--- config.mk ---
export PLATFORM = sky130hd
export DESIGN_NAME = svt_ctrl
export DESIGN_NICKNAME = d
export VERILOG_FILES = /design/src/rtl/core/svt_pkg.sv /design/src/rtl/core/svt_ctrl.sv
export SDC_FILE = /design/constraint.sdc
export NUM_CORES = 1
export LEC_CHECK = 0
export BUFFER_PORTS_ARGS = -buffer_cell sky130_fd_sc_hd__buf_2
export CAP_MARGIN = 0
export CORE_AREA = 10 10 47 49
export CTS_CLUSTER_DIAMETER = 200
export DETAILED_ROUTE_END_ITERATION = 8
export DIE_AREA = 0 0 57 59
export RECOVER_POWER = 50
export SLEW_MARGIN = 15
export SYNTH_ARGS = -nofsm -noshare
export SYNTH_HDL_FRONTEND = slang
export SYNTH_SLANG_ARGS = --single-unit
--- constraint.sdc ---
create_clock -name clk -period 2.8 [get_ports clk]
set_clock_uncertainty 0.05 [all_clocks]
set_input_delay 0.42 -clock clk [delete_from_list [all_inputs] [get_ports clk]]
set_output_delay 0.42 -clock clk [all_outputs]
set_load 0.01 [all_outputs]
--- src/rtl/core/svt_pkg.sv ---
// Shared definitions for the snapshot version tracker: field widths, request
// and status codes, and the command/status bundles between controller and datapath.
// No dependencies.
package svt_pkg;

	localparam int DEF_MAX_SLOTS    = 64;
	localparam int DEF_VERSION_BITS = 64;

	localparam int CFG_W     = 7;
	localparam int OP_W      = 3;
	localparam int SLOT_ID_W = 6;
	localparam int FIELD_W   = 64;
	localparam int STATUS_W  = 3;

	localparam logic [OP_W-1:0] OP_REGISTER   = 3'd0;
	localparam logic [OP_W-1:0] OP_DEREGISTER = 3'd1;
	localparam logic [OP_W-1:0] OP_BEGIN_READ = 3'd2;
	localparam logic [OP_W-1:0] OP_COMMIT     = 3'd3;
	localparam logic [OP_W-1:0] OP_COMPLETE   = 3'd4;
	localparam logic [OP_W-1:0] OP_QUERY_MIN  = 3'd5;

	localparam logic [STATUS_W-1:0] ST_OK          = 3'd0;
	localparam logic [STATUS_W-1:0] ST_SLOT_IN_USE = 3'd1;
	localparam logic [STATUS_W-1:0] ST_NOT_REG     = 3'd2;
	localparam logic [STATUS_W-1:0] ST_ACTIVE_TXN  = 3'd3;
	localparam logic [STATUS_W-1:0] ST_ALREADY_OPEN = 3'd4;
	localparam logic [STATUS_W-1:0] ST_NOT_OWNER   = 3'd5;

	// Commands from the controller to the datapath.
	typedef struct packed {
		logic scan_start;
		logic scan_step;
		logic exec;
		logic clr_step;
		logic accept_off;
	} svt_cmd_t;

	// Status from the datapath back to the controller.
	typedef struct packed {
		logic cfg_take;
		logic clr_last;
		logic scan_done;
		logic in_vld;
		logic in_query;
		logic out_free;
	} svt_sts_t;

endpackage

--- src/rtl/core/svt_ctrl.sv ---
// Controller state machine of the snapshot version tracker: sequences the clearing
// pass, single-slot requests and the minimum scan. Depends on svt_pkg.
module svt_ctrl (
	input  logic              clk,
	input  logic              arst_n,
	input  svt_pkg::svt_sts_t sts,
	output svt_pkg::svt_cmd_t cmd
);

	typedef enum logic [1:0] {
		S_CLEAR,
		S_IDLE,
		S_SCAN,
		S_EXEC
	} state_t;

	state_t state_q;

	always_comb begin
		cmd = '0;
		unique case (state_q)
			S_CLEAR: begin
				cmd.accept_off = 1'b1;
				cmd.clr_step   = !sts.cfg_take;
			end
			S_IDLE: begin
				if (sts.in_vld && !sts.cfg_take) begin
					cmd.scan_start = sts.in_query;
				end
			end
			S_SCAN: begin
				cmd.scan_step = 1'b1;
			end
			S_EXEC: begin
				cmd.exec = sts.out_free;
			end
			default: begin
			end
		endcase
	end

	always_ff @(posedge clk or negedge arst_n) begin
		if (!arst_n) begin
			state_q <= S_CLEAR;
		end else if (sts.cfg_take) begin
			state_q <= S_CLEAR;
		end else begin
			unique case (state_q)
				S_CLEAR: begin
					if (sts.clr_last) begin
						state_q <= S_IDLE;
					end
				end
				S_IDLE: begin
					if (sts.in_vld) begin
						state_q <= sts.in_query ? S_SCAN : S_EXEC;
					end
				end
				S_SCAN: begin
					if (sts.scan_done) begin
						state_q <= S_EXEC;
					end
				end
				S_EXEC: begin
					if (sts.out_free) begin
						state_q <= S_IDLE;
					end
				end
				default: begin
					state_q <= S_IDLE;
				end
			endcase
		end
	end

endmodule

==> run summary, run 1 <==
n_diodes = 0
via count = 219
slew margin rel. = 91.47%
Synth area leaders = ha_1 (27%), dfrtp_1 (22%), nand2b_1 (16%)
die width = 57 um
CTS HTree Levels = 1
RSZ-0062 raised after global routing = no
CP Launch Type = flop
CP Buf/Inv Count = 2
vias per inst = 3.911
DRT iter0 DRCs = 0
pin count of the biggest net entering global routing = 7
Inst Count DP = 52
Total GRT Usage = 3.371%
Ys Warns = 0
setup TNS = 0 ns
most frequent cells in the layout = buf_2 (11), nand2b_1 (6), ha_1 (5)
GRT overflow = 0
Critical Path Max Stage Delay = 0.39 ns
first-pass GRT wire length = 883 um
post-synthesis sequential area ratio = 21.62%
routed length per placed instance = 10.34 um
mux cell area share after synthesis = 10.81%
TritonCTS Buffers = 3
DRC Markers = 0
Finished Layout Cells = 56
Max VDD drop = 0.0002046 V
arrival time worst endpoint = 1.22 ns
Synth Area in Compound Gates = 8.108%
CP Class = reg -> out
Synth Area in Adders = 27.03%
status = complete, no violations
Synth Instances = 24
post-synth top area share = 27.03%
CTS tree = done
Clk Latency, worst-skew pair = 0.22 ns
die extent in y = 59 um
Worst Tran Pin Value = 0.1244 ns
worst-path cell chain = inv_1, ha_1, and4b_1, buf_2
final hold slack = 0.4651 ns
Max Fclk = 593.2 MHz
Synth Area in Simple Gates = 27.57%
initial antenna violation count = 0
number of port buffers = 12
fin crit period = 1.686 ns
clock-pin slew on the worst setup and hold paths = 0.03 ns
initial core utilization = 16.52%
Critical Path End Type = primary output
MaxCap Viol Count = 0
post-synth top area cell = ha_1
Top reg by flops = state_q
Final setup viols = 0
worst hold path class = in -> async
vias in the first global route = 219
Ports = 13
fin nets = 55
Rows = 14
synth unique cells = 12
share of post-route cells with drive strength above 1 = 37.50%
Post-CTS Setup Repair Bufs = 0
PwrDens = 836.8 mW/mm2
fin crit share = 60.20%
Pins Over Slew Limit = 0
die area = 0.003363 mm2
max FFs per register = 2
Slowest cell on crit path = dfrtp_1
commonest non-fill, non-tap cell in the layout = buf_2
final hold viol count = 0
WP data required = 2.33 ns
Clock Tree Buf Depth = 2
family with the most delay on the worst path = flip-flops
mean post-synth cell area = 9.645 um2
syn nets = 37
Post-Route WL = 579 um
root buf cell = clkbuf_4
biggest regs = state_q (2)
largest family of logic cells by synthesized area = simple AND/OR/NAND/NOR gates
gpl congestion = 0.6843
clk sinks = 2
CP Max Fanout = 4
Pleak = 0.1763 nW
utilization after layout = 24.20%
First-pass DRT Iterations = 1
flops & latches, synth = 2
Mapped Area = 231.5 um2
Post-Synth XOR/XNOR Area = 0%
CORE AREA = 0.001401 mm2
remaining antenna violation count = 0
Area Overhead vs Synth = 46.49%
stage by stage:
step / power, mW / setup WS, ns / area (um2)
after floorplan: 0.1826 / 1.299 / 231.5
after global placement: 0.2355 / 1.336 / 311.5
after detailed placement: 0.2370 / 1.295 / 311.5
after CTS: 0.3051 / 1.096 / 344.1
after global routing: 0.3176 / 1.024 / 339.1
final: 0.2837 / 1.114 / 339.1
synthesized netlist by cell type:
| master | instances |
|---|---|
| dfrtp_1 | 2 |
| nor2b_1 | 1 |
| and2_1 | 1 |
| and4b_1 | 1 |
| mux2_4 | 1 |
| nor2_1 | 1 |
| inv_1 | 3 |
| ha_1 | 5 |
| o2111a_2 | 1 |
| nand2b_1 | 6 |
| mux2i_1 | 1 |
| a31oi_1 | 1 |
timing repair:
item / CTS / global route
hold endpoints to repair: 2 / 0
setup endpoints to repair: 0 / 0
resized for setup: 0 / 0
hold buffers: 1 / 0
layer usage:
metal	part of all wire (%)	vias up	track usage, %
met2	46	8	4.651
met4	0	0	3.020
met3	20	0	3.219
li1	-	114	-
met1	33	97	2.850
met5	0	-	0
power breakdown:
part           switching [mW]  internal (mW)  total, mW
combinational          0.0846         0.0791      0.164
sequential             0.0149         0.0427     0.0576
clock                  0.0153         0.0472     0.0625
cell families after synthesis:
kind of cell / count (synthesis)
AOI/OAI and AO/OA: 2
adders and majority gates: 5
buffers and inverters: 3
DFF: 2
muxes: 2
and+or+nand+nor: 10
area by class of cell:
| cell class | count | area [um2] |
|---|---|---|
| well taps | 16 | 20.02 |
| flip-flops and latches | 2 | 50.05 |
| multi-input cells | 19 | 166.4 |
| inverters | 3 | 11.26 |
| clock buffers | 3 | 22.52 |
| fillers | 168 | 1062 |
| repair buffers | 13 | 68.82 |
path summary, 6_finish.rpt:
path                       startpoint    endpoint  slack [ns]  depth (start not counted)
setup / recovery           state_q[1]      cmd[4]        1.11                          4
min in group clk               sts[5]  state_q[1]        0.49                          3
hold / removal                 arst_n  state_q[1]        0.47                          2
hold reg to reg            state_q[1]  state_q[1]        0.55                          2
setup reg to reg           state_q[0]  state_q[0]        1.28                          5
max in group asynchronous      arst_n  state_q[0]        2.11                          2
Note: power is estimated with default switching activity, not from simulation.
==> run 2, diff against run 1 <==
==> constraint.sdc (replaced) <==
create_clock -name clk -period 1.7 [get_ports clk]
set_clock_uncertainty 0.05 [all_clocks]
set_input_delay 0.255 -clock clk [delete_from_list [all_inputs] [get_ports clk]]
set_output_delay 0.255 -clock clk [all_outputs]
set_load 0.01 [all_outputs]
==> run summary, run 2 (synthesis results as in run 1) <==
status = complete, no violations
fin crit period = 1.523 ns
Cell Int Power = 0.2844 mW
sw frac = 40.19%
Max Fclk = 656.7 MHz
fin crit share = 89.57%
clk sinks = 2
Slowest cell on crit path = dfrtp_1
DRT iter0 DRCs = 8
worst hold path class = in -> async
max FFs per register = 2
Ports = 13
sequential share of power = 20.4%
Area Overhead vs Synth = 47.57%
CORE AREA = 0.001401 mm2
switching pwr = 0.1911 mW
MaxCap Viol Count = 0
DRC Markers = 0
Final setup viols = 0
die extent in y = 59 um
Pins Over Slew Limit = 0
Post-Route WL = 587 um
Clock Tree Buf Depth = 2
PwrDens = 1392 mW/mm2
die area = 0.003363 mm2
clock-pin slew on the worst setup and hold paths = 0.03 ns
Post-CTS Setup Repair Bufs = 0
vias in the first global route = 211
First-pass DRT Iterations = 3
n_diodes = 0
via count = 210
arrival time worst endpoint = 1.22 ns
CP Launch Type = flop
most frequent cells in the layout = buf_2 (10), nand2b_1 (6), ha_1 (5)
initial core utilization = 16.52%
CP Class = reg -> out
CP Max Fanout = 4
CTS tree = done
DP Area = 311.5 um2
CTS HTree Levels = 1
Clk Latency, worst-skew pair = 0.23 ns
worst-path cell chain = inv_1, ha_1, nor2b_1, buf_2
GRT overflow = 0
Clk pwr share = 22.3%
final hold viol count = 0
remaining antenna violation count = 0
vias per inst = 3.750
worst reg2reg startpoint = state_q[0]
beginning of the critical path = state_q[0]
fin area = 341.6 um2
Comb pwr share = 57.3%
die width = 57 um
family with the most delay on the worst path = flip-flops
slew margin rel. = 89.32%
pin count of the biggest net entering global routing = 7
biggest regs = state_q (2)
Max VDD drop = 0.0003368 V
root buf cell = clkbuf_4
fin nets = 55
RSZ-0062 raised after global routing = no
share of post-route cells with drive strength above 1 = 37.50%
Critical Path End Type = primary output
number of port buffers = 12
CP Buf/Inv Count = 2
initial antenna violation count = 0
first-pass GRT wire length = 834 um
WP data required = 1.39 ns
Rows = 14
Worst Tran Pin Value = 0.1601 ns
Critical Path Max Stage Delay = 0.40 ns
Total GRT Usage = 3.420%
TritonCTS Buffers = 3
Top reg by flops = state_q
total power = 0.4756 mW
gpl congestion = 0.6792
setup TNS = 0 ns
Pleak = 0.1771 nW
commonest non-fill, non-tap cell in the layout = buf_2
routed length per placed instance = 10.48 um
-- run 2: changes by cell type in the layout (fill, tap and decap cells not counted) --
| cell | delta |
|---|---|
| mux2_1 | -1 |
| buf_2 | -1 |
| clkbuf_1 | +1 |
| mux2_4 | +1 |
-- run 2: timing repair --
| action | in CTS | in global routing |
|---|---|---|
| hold buffers | 1 | 0 |
| hold endpoints to repair | 2 | 0 |
| resized for setup | 0 | 0 |
-- run 2: cell type report --
class / count / area [um2]
sequential: 2 / 50.05
multi-input combinational: 19 / 170.2
clock buffer: 3 / 22.52
inverter: 3 / 11.26
timing repair buffer: 13 / 67.56
fill: 167 / 1060
tap: 16 / 20.02
-- run 2: worst paths after layout --
| kind | depth (start not counted) | slack [ns] | end |
|---|---|---|---|
| worst max-delay path | 4 | 0.18 | cmd[1] |
| min in group clk | 3 | 0.32 | state_q[1] |
| max in group asynchronous | 2 | 1.17 | state_q[1] |
| worst min-delay path | 2 | 0.30 | state_q[0] |
| worst max register to register | 5 | 0.20 | state_q[0] |
| worst min register to register | 2 | 0.54 | state_q[1] |
-- run 2: metal layers --
layer / GRT usage (%) / vias to the layer above / part of all wire [%]
met5: 0 / - / 0
met2: 3.876 / 13 / 38
li1: - / 113 / -
met1: 2.745 / 84 / 41
met3: 5.365 / 0 / 20
met4: 2.013 / 0 / 0
-- run 2: stage by stage --
step,utilization (%),hold slack [ns],setup slack (ns),instances
2_1_floorplan,-,-0.09059,0.1992,24
3_3_place_gp,22.23,-0.005134,0.2087,52
3_5_place_dp,22.23,-0.003246,0.2106,52
4_1_cts,24.55,0.2828,0.1701,56
5_1_grt,24.38,0.2941,0.1103,56
6_report,24.38,0.2975,0.1773,56
-- run 2: power groups by stage --
| stage | combinational [mW] | clock, mW | sequential (mW) |
|---|---|---|---|
| 6_report | 0.272 | 0.106 | 0.0970 |
| 3_3_place_gp | 0.280 | 0 | 0.0980 |
| 5_1_grt | 0.309 | 0.119 | 0.100 |
| 3_5_place_dp | 0.280 | 0 | 0.0978 |
| 4_1_cts | 0.282 | 0.114 | 0.0972 |
| 2_1_floorplan | 0.211 | 0 | 0.0897 |
==> run 3, diff against run 2 <==
--- a/config.mk
+++ b/config.mk
@@ -7,10 +7,14 @@
 export LEC_CHECK = 0
 export BUFFER_PORTS_ARGS = -buffer_cell sky130_fd_sc_hd__buf_2
 export CAP_MARGIN = 0
+export CELL_PAD_IN_SITES_DETAIL_PLACEMENT = 2
+export CELL_PAD_IN_SITES_GLOBAL_PLACEMENT = 2
 export CORE_AREA = 10 10 47 49
 export CTS_CLUSTER_DIAMETER = 200
 export DETAILED_ROUTE_END_ITERATION = 8
 export DIE_AREA = 0 0 57 59
+export HOLD_SLACK_MARGIN = 0.02
+export PLACE_DENSITY_LB_ADDON = 0.1
 export RECOVER_POWER = 50
 export SLEW_MARGIN = 15
 export SYNTH_ARGS = -nofsm -noshare
==> run summary, run 3 (synthesis results as in run 1) <==
status = complete, no violations
slew margin rel. = 90.82%
initial core utilization = 16.52%
DRT iter0 DRCs = 2
Total GRT Usage = 4.888%
CP Class = reg -> out
number of port buffers = 12
first-pass GRT wire length = 1269 um
DRC Markers = 0
final hold slack = 0.2966 ns
routed length per placed instance = 13.23 um
n_diodes = 0
max FFs per register = 2
CORE AREA = 0.001401 mm2
arrival time worst endpoint = 1.26 ns
Pins Over Slew Limit = 0
Top reg by flops = state_q
Clock Tree Buf Depth = 2
fin area = 340.3 um2
Post-Route WL = 741 um
Stages on worst setup path = 4
Max Fclk = 640.8 MHz
R2R depth = 5
fillers = 181
family with the most delay on the worst path = flip-flops
hpwl dp = 633.7 um
hold_buf cts = 1
most frequent cells in the layout = buf_2 (9), nand2b_1 (6), ha_1 (5)
die area = 0.003363 mm2
share of post-route cells with drive strength above 1 = 35.00%
Worst Tran Pin Value = 0.1339 ns
final hold viol count = 0
clk sinks = 2
vias per inst = 3.857
clock-pin slew on the worst setup and hold paths = 0.03 ns
Max VDD drop = 0.0004598 V
via count = 216
Ports = 13
CTS resizes = 0
Rows = 14
worst reg2reg startpoint = state_q[0]
TritonCTS Buffers = 3
worst hold path class = in -> async
PwrDens = 1450 mW/mm2
die width = 57 um
vias in the first global route = 272
CP Max Fanout = 4
Post-CTS Setup Repair Bufs = 0
DP Area = 311.5 um2
commonest non-fill, non-tap cell in the layout = buf_2
utilization after layout = 24.29%
fin crit period = 1.560 ns
root buf cell = clkbuf_4
fin nets = 55
Area Overhead vs Synth = 47.03%
RSZ-0062 raised after global routing = no
reg2reg end = state_q[0]
Clk Latency, worst-skew pair = 0.22 ns
CP Launch Type = flop
Critical Path Max Stage Delay = 0.41 ns
biggest regs = state_q (2)
fin crit share = 91.79%
Critical Path End Type = primary output
Pleak = 0.1729 nW
CTS HTree Levels = 1
flop2flop setup slack = 0.16 ns
worst-path cell chain = inv_1, ha_1, and4b_1, buf_2
WP data required = 1.39 ns
First-pass DRT Iterations = 2
setup TNS = 0 ns
remaining antenna violation count = 0
CP Buf/Inv Count = 2
MaxCap Viol Count = 0
die extent in y = 59 um
Final setup viols = 0
Slowest cell on crit path = dfrtp_1
CTS tree = done
initial antenna violation count = 0
pin count of the biggest net entering global routing = 7
GRT overflow = 0
gpl congestion = 0.7062
run 3: area by class of cell:
type	count	area, um2	area share (%)
Tap cell	16	20.02	5.882
Inverter	3	11.26	3.309
Clock buffer	3	22.52	6.618
Multi-Input combinational cell	19	170.2	50.00
Sequential cell	2	50.05	14.71
Timing Repair Buffer	13	66.31	19.49
run 3: worst reg2reg max path, delay by kind of cell (launching register included):
family	cells	cell delay (ns)
flip-flops	1	0.40
adder cells (fa/ha/maj)	1	0.18
multiplexers	1	0.30
AO/OA/AOI/OAI	1	0.30
buffers and inverters	2	0.19
run 3: worst max path at each step:
stage               slack, ns        from    endpoint
floorplan                0.20  state_q[0]  state_q[0]
global placement         0.17  state_q[0]  state_q[0]
detailed placement       0.16  state_q[0]  state_q[0]
CTS                       0.1  state_q[1]      cmd[4]
global route             0.03  state_q[1]      cmd[4]
finish                   0.14  state_q[1]      cmd[4]
run 3: power by group:
group	internal [mW]	switching (mW)	leakage (nW)
sequential	0.0703	0.0255	0.0263
combinational	0.138	0.156	0.133
clock	0.0778	0.0257	0.0138
total	0.286	0.207	0.173
run 3: layer usage:
metal,part of all wire (%),track usage (%)
met3,6.1,2.146
met5,0,0
met4,0,3.020
met1,45,5.476
met2,49,7.442
run 3: stage by stage:
| stage | setup WS, ns | total power, mW | cells |
|---|---|---|---|
| 4_1_cts | 0.09737 | 0.5186 | 56 |
| 3_5_place_dp | 0.1560 | 0.4038 | 52 |
| 5_1_grt | 0.03008 | 0.5535 | 56 |
| 3_3_place_gp | 0.1736 | 0.3912 | 52 |
| 2_1_floorplan | 0.1992 | 0.3008 | 24 |
| 6_report | 0.1395 | 0.4933 | 56 |
